**src/rtl/glb_pkg.sv**
```systemverilog
`timescale 1ns / 1ps
package glb_pkg;

	localparam int MAX_GRID_POINTS = 256;
	localparam int BIN_IDX_W = $clog2(MAX_GRID_POINTS);
	localparam int HALF_BINS = MAX_GRID_POINTS / 2;
	localparam int HALF_AW = BIN_IDX_W - 1;
	localparam int GP_W = $clog2(MAX_GRID_POINTS + 1);
	localparam int BIN_W = 48;
	localparam int WGT_W = 32;
	localparam int CMD_FIFO_DEPTH = 4;
	// three front stages, the command queue, the back latch and the result register
	localparam int READS_IN_FLIGHT_MAX = CMD_FIFO_DEPTH + 5;

	localparam logic [1:0] MODE_CLEAR = 2'd0;
	localparam logic [1:0] MODE_ADD = 2'd1;
	localparam logic [1:0] MODE_READ = 2'd2;

	localparam logic [2:0] CFG_GRID_ORIGIN = 3'd0;
	localparam logic [2:0] CFG_INV_BIN_WIDTH = 3'd1;
	localparam logic [2:0] CFG_GRID_POINTS = 3'd2;
	localparam logic [2:0] CFG_LINEAR_MODE = 3'd3;
	localparam logic [2:0] CFG_TRUNCATE_ENDS = 3'd4;

	localparam logic signed [BIN_W-1:0] BIN_MAX = {1'b0, {(BIN_W-1){1'b1}}};
	localparam logic signed [BIN_W-1:0] BIN_MIN = {1'b1, {(BIN_W-1){1'b0}}};

	typedef enum logic [1:0] {
		CMD_CLR,
		CMD_ADD,
		CMD_RD
	} cmd_op_t;

	typedef struct packed {
		logic signed [31:0] grid_origin;
		logic [31:0]        inv_bin_width;
		logic [8:0]         grid_points;
		logic               linear_mode;
		logic               truncate_ends;
	} cfg_t;

	typedef struct packed {
		cmd_op_t                  op;
		logic [BIN_IDX_W-1:0]     idx;
		logic                     pair;
		logic                     zero;
		logic signed [WGT_W-1:0]  wa;
		logic signed [WGT_W-1:0]  wb;
	} cmd_t;

endpackage

```
**src/rtl/glb_cmd_fifo.sv**
```systemverilog
`timescale 1ns / 1ps
module glb_cmd_fifo import glb_pkg::*; (
	input  logic clk,
	input  logic arst_n,
	input  logic push,
	input  cmd_t wdata,
	output logic full,
	input  logic pop,
	output cmd_t rdata,
	output logic empty
);

	localparam int PTR_W = $clog2(CMD_FIFO_DEPTH);
	localparam int CNT_W = $clog2(CMD_FIFO_DEPTH + 1);

	cmd_t             mem_q [CMD_FIFO_DEPTH];
	logic [PTR_W-1:0] wr_ptr_q;
	logic [PTR_W-1:0] rd_ptr_q;
	logic [CNT_W-1:0] count_q;
	logic             do_push;
	logic             do_pop;

	assign full = (count_q == CNT_W'(CMD_FIFO_DEPTH));
	assign empty = (count_q == '0);
	assign do_push = push && !full;
	assign do_pop = pop && !empty;
	assign rdata = mem_q[rd_ptr_q];

	always_ff @(posedge clk) begin
		if (do_push) begin
			mem_q[wr_ptr_q] <= wdata;
		end
	end

	always_ff @(posedge clk or negedge arst_n) begin
		if (!arst_n) begin
			wr_ptr_q <= '0;
			rd_ptr_q <= '0;
			count_q <= '0;
		end else begin
			if (do_push) begin
				wr_ptr_q <= (wr_ptr_q == PTR_W'(CMD_FIFO_DEPTH - 1)) ? '0 : wr_ptr_q + 1'b1;
			end
			if (do_pop) begin
				rd_ptr_q <= (rd_ptr_q == PTR_W'(CMD_FIFO_DEPTH - 1)) ? '0 : rd_ptr_q + 1'b1;
			end
			if (do_push && !do_pop) begin
				count_q <= count_q + 1'b1;
			end else if (do_pop && !do_push) begin
				count_q <= count_q - 1'b1;
			end
		end
	end

endmodule

```
**config.mk**
```make
export PLATFORM = sky130hd
export DESIGN_NAME = glb_cmd_fifo
export DESIGN_NICKNAME = d
export VERILOG_FILES = /design/src/rtl/glb_pkg.sv /design/src/rtl/glb_cmd_fifo.sv
export SDC_FILE = /design/constraint.sdc
export NUM_CORES = 1
export LEC_CHECK = 0
export ABC_AREA = 1
export BUFFER_PORTS_ARGS = -buffer_cell sky130_fd_sc_hd__buf_4
export CELL_PAD_IN_SITES_DETAIL_PLACEMENT = 0
export CELL_PAD_IN_SITES_GLOBAL_PLACEMENT = 1
export CORE_UTILIZATION = 51
export CTS_BUF_LIST = sky130_fd_sc_hd__clkbuf_8 sky130_fd_sc_hd__clkbuf_16
export CTS_CLUSTER_DIAMETER = 150
export DETAILED_ROUTE_END_ITERATION = 10
export PLACE_DENSITY = 0.95
export SYNTH_ARGS = -nofsm -noshare
export SYNTH_HDL_FRONTEND = slang
export SYNTH_SLANG_ARGS = --single-unit
```
**constraint.sdc**
```tcl
create_clock -name clk -period 6.7 [get_ports clk]
set_clock_uncertainty 0.2 [all_clocks]
set_input_delay 1.005 -clock clk [delete_from_list [all_inputs] [get_ports clk]]
set_output_delay 1.005 -clock clk [all_outputs]
set_load 0.1 [all_outputs]
```
# Word level (Yosys, flattened, before mapping)
# Memory sizes are Yosys's and may differ from the RTL's.
# Cells that the tools add are included.
word_totals:
  reg_bits: 7
  mem_count: 1
  word_cells: 27
  ramBits: 304
  output_inout_bits: 78
  input_bits: 80
op_classes:
  n_eq_ne: 3
  n_reduce_logical: 10
  n_addsub: 4
  muxes: 6
memory_table:
  columns: ["name", "words", "width", "rd", "rd_ports_with_merged_regs", "wr", "line", "rtl"]
  rows:
  - ["mem_q", 4, 76, 1, 0, 1, "glb_cmd_fifo.sv:16", "cmd_t mem_q [CMD_FIFO_DEPTH];"]
ops:
  columns: ["operator", "n"]
  rows:
  - ["3-bit two-way mux", 2]
  - ["2-bit by 1-bit adder with 2-bit output, second input constant", 2]
  - ["2-bit equality test, second input constant", 2]
  - ["1-bit logical AND", 4]
  - ["1-bit logical NOT", 4]
  - ["2-bit two-way mux", 2]
  - ["3-bit by 1-bit adder with 3-bit output, second input constant", 1]
  - ["3-bit equality test, second input constant", 1]
  - ["3-bit logical NOT", 1]
  - ["3-bit by 1-bit subtractor with 3-bit output, second input constant", 1]
  - ["1-bit two-way mux", 2]
  - ["2-bit nonzero test", 1]

# Logic depth before layout (Yosys ltp)
logic_depth:
  ltp_word: 7
  ltp_mapped: 12
  mapped_depth_nobuf: 12

# Worst setup path before layout
# No wires, ideal clock.
synth_timing:
  path_type: "in2reg"
  startpoint: "input port push"
  endpoint: "memory mem_q[0][0] in the netlist's numbering, enable pin"
  path_slack_ns: 1.668
  arrival_time_ns: 4.321
  cell_stages: 2
  required_time_ns: 5.989
  path_buffers: 0
  path_cell_list: "nand2_1 nor2_1"
synth_via:
  elab_chain_len: 3
synth_rtl:
  columns: ["element", "line", "rtl"]
  rows:
  - ["from (decl)", "glb_cmd_fifo.sv:5", "input logic push,"]
  - ["1-bit logical AND", "glb_cmd_fifo.sv:25", "assign do_push = push && !full;"]
  - ["1-bit two-way mux", "glb_cmd_fifo.sv:30", "if (do_push) begin"]
  - ["1-bit two-way mux (not written as such)", "glb_cmd_fifo.sv:31", "mem_q[wr_ptr_q] <= wdata;"]
  - ["to (decl)", "glb_cmd_fifo.sv:16", null]
# Every way passes these cells.

==> out/qor.json <==
{
  "worst_setup_path": {
    "depth_of_the_critical_timing_path_with_buffers_and_inverters_included": 5,
    "critPathTopFamily": "buffers and inverters",
    "cp-endpoint": "rdata[24]",
    "worst-r2r-cell-count": 5,
    "worstPathMaxFanout": 43,
    "setup.worst_path.start": "rd_ptr_q[1]",
    "setup.reg_to_reg.worst_slack_ns": 3.60,
    "timing_worst_setup_path_type": "reg2out",
    "critPathMaxStageDelay_ns": 0.62,
    "cp_common_cell": "buf_4",
    "endpoint_kind": "output port",
    "rr_startpoint": "count_q[0]",
    "critPathLaunchType": "flop",
    "cp_max_delay_cell": "buf_4",
    "buffers_inverters_on_critical_path": 3,
    "worst-endpoint-arrival_ns": 2.74,
    "worst_ep_required_time_ns": 5.49,
    "list_of_cells_traversed_by_the_critical_path": "inv_2, buf_4, o211ai_1, nand2_1, buf_4",
    "crit-reg2reg-capture": "mem_q[1][50]"
  },
  "clocking": {
    "cts.htree.levels": 1,
    "cts_inserted_buffers": 30,
    "clock_latency_at_the_later_pin_of_the_worst_skew_pair_ns": 0.53,
    "cts.sink_count": 311,
    "clk_pin_slew_worst_paths_ns": 0.06,
    "post-cts-setup-buffer-count": 0,
    "largest_buffer_count_on_any_clock_path": 3,
    "cts.repair.resized": 0,
    "number_of_hold_repair_buffers_added_at_the_cts_stage": 0,
    "clock_tree_from_tritoncts": "done",
    "clock_tree.root_cell": "clkbuf_16"
  },
  "routing": {
    "dr_total_vias": 7296,
    "drt_iter0_markers": 453,
    "detail-route-antenna-nets": 0,
    "wirelength_mm": 22.8,
    "avg_wl_per_cell_um": 15.8,
    "drt_pass1_iterations": 5,
    "vias_per_cell": 5.06,
    "drcViolationCount": 0
  },
  "finish": {
    "synthToLayoutAreaGrowth_pct": 17.1,
    "antenna_cells_inserted": 0,
    "fraction_of_layout_instances_using_a_drive_strength_above_1_pct": 19.7,
    "finish.net_count": 1183
  },
  "floorplan": {
    "die_area_um2": 25400,
    "rows": 57,
    "initial_core_util_pct": 51.9,
    "num_io_pins": 158,
    "core_area_um2": 24300,
    "die_height_um": 159,
    "die_w_um": 159
  },
  "global_routing": {
    "antenna_violations_before_repair": 1,
    "maximum_number_of_pins_on_one_net_before_global_route_repair": 177,
    "track_usage_pct": 18.2,
    "globalRoute.totalOverflow": 0,
    "first_pass_grt_wire_length_mm": 36.2,
    "number_of_global_route_vias_before_repair": 7231
  },
  "timing": {
    "hold_violations": 0,
    "worst_slew_pin_slew_ns": 1.06,
    "final.period_utilization_pct": 58.8,
    "report.final.slew_viol_count": 0,
    "max_freq_mhz": 254,
    "setup_viol_count_final": 0,
    "rsz_0062_raised_after_global_routing": "false",
    "post_layout_minimum_cycle_time_ns": 3.94,
    "totalNegativeSetupSlack_ns": 0,
    "max-slew-margin-rel_pct": 29.1
  },
  "placed_design": {
    "hpwl_mm": 12.7,
    "place_congestion": 0.716,
    "portBuffers": 157
  },
  "yosys": {
    "synth_enable_flop_cells": 304,
    "synth_ff_type": "edfxtp_1",
    "synth_seq_cells": 311,
    "synth-adder-area-share_pct": 0.753,
    "yosysWarningCount": 0,
    "share_of_synthesized_flip_flops_with_an_asynchronous_set_or_reset_pct": 2.25,
    "ys_seq_area_share_pct": 73.7,
    "syn-instance-count": 948,
    "yosys.area.top_type": "edfxtp_1",
    "syn_std_cell_area_um2": 12600,
    "portion_of_netlist_area_occupied_by_mux_cells_pct": 0,
    "synth-xor-area-share_pct": 0.0694,
    "synth.net_count": 1035,
    "yosys.area_share.simple_pct": 7.73,
    "syn-mean-instance-area_um2": 13.3,
    "post-synth-top-count-cell": "edfxtp_1",
    "synth.top_cells.by_area": "edfxtp_1 72%, o211ai_1 8.6%, nand2_1 7.2%",
    "synth_cell_type_count": 19,
    "synth_compound_area_share_pct": 9.35,
    "synth_common_cells": "304 x edfxtp_1, 243 x nand2_1, 167 x inv_1",
    "synth.top_cell.area_share_pct": 72.3,
    "dominant_combinational_cell_family_by_area_after_synthesis": "compound AO/OA/AOI/OAI gates"
  },
  "hold_path": {
    "hold_class": "in2async"
  },
  "run_status": {
    "outcome": "finished clean"
  },
  "run": {
    "maxCapViolations": 0
  }
}
==> registers in the layout (all words and copies together) (netlist names) <==
signal and cells:
rd_ptr_q 2, count_q 3, mem_q 304, wr_ptr_q 2
==> worst min path at each step <==
stage	slack, ns	endpoint	start	cells after the start
6_report	0.08	wr_ptr_q[1]	arst_n	1
3_5_place_dp	0.29	count_q[2]	count_q[2]	2
5_1_grt	0.06	wr_ptr_q[0]	arst_n	1
2_1_floorplan	0.26	count_q[2]	count_q[2]	2
4_1_cts	0.06	wr_ptr_q[1]	arst_n	1
3_3_place_gp	0.28	count_q[2]	count_q[2]	2
==> cell type report <==
| type | instances | area, um^2 |
|---|---|---|
| clock buffers | 31 | 776 |
| clock inverters | 22 | 104 |
| fillers | 1814 | 9540 |
| inverters | 168 | 631 |
| multi-input cells | 418 | 2290 |
| flip-flops and latches | 311 | 9310 |
| well taps | 324 | 405 |
| repair buffers | 167 | 1270 |
==> stage by stage <==
| stage | worst slack [ns] | std cells | cell area [um^2] | hold WS (ns) | utilization [%] |
|---|---|---|---|---|---|
| after floorplan | 1.67 | 948 | 12600 | 0.263 | - |
| after global placement | 3.09 | 1388 | 13900 | 0.282 | 57.2 |
| after detailed placement | 3.07 | 1388 | 13900 | 0.289 | 57.2 |
| after CTS | 2.69 | 1441 | 14800 | 0.0570 | 60.8 |
| after global routing | 2.56 | 1441 | 14800 | 0.0622 | 60.8 |
| final | 2.76 | 1441 | 14800 | 0.0766 | 60.8 |
==> cell families after synthesis <==
family / count (synthesis)
compound gates: 153
xor+xnor: 1
fa+ha+maj: 7
flops: 311
buf+inv: 219
simple gates: 257
==> layout by cell type (no fill, tap or decap), drive strengths merged <==
cell	synthesis	layout
nand3	7	7
inv	168	177
clkbuf	4	31
dfrtp	7	7
nand2	243	243
ha	6	6
nand4	1	1
nor2	6	6
clkinvlp	0	2
fa	1	1
o21ai	1	1
xnor2	1	1
edfxtp	304	304
o211ai	152	152
clkinv	0	11
buf	47	167
==> routing by layer <==
layer	global-route usage [%]	routed length, um	part of all wire (%)
met1	22.2	9280	41
met4	5.64	528	2.3
met5	0	13	0.057
met3	4.01	1460	6.4
met2	32.2	11500	51
Power is not shown: default switching activity piles up to over one toggle a cycle in this logic, so the estimate is an artifact.
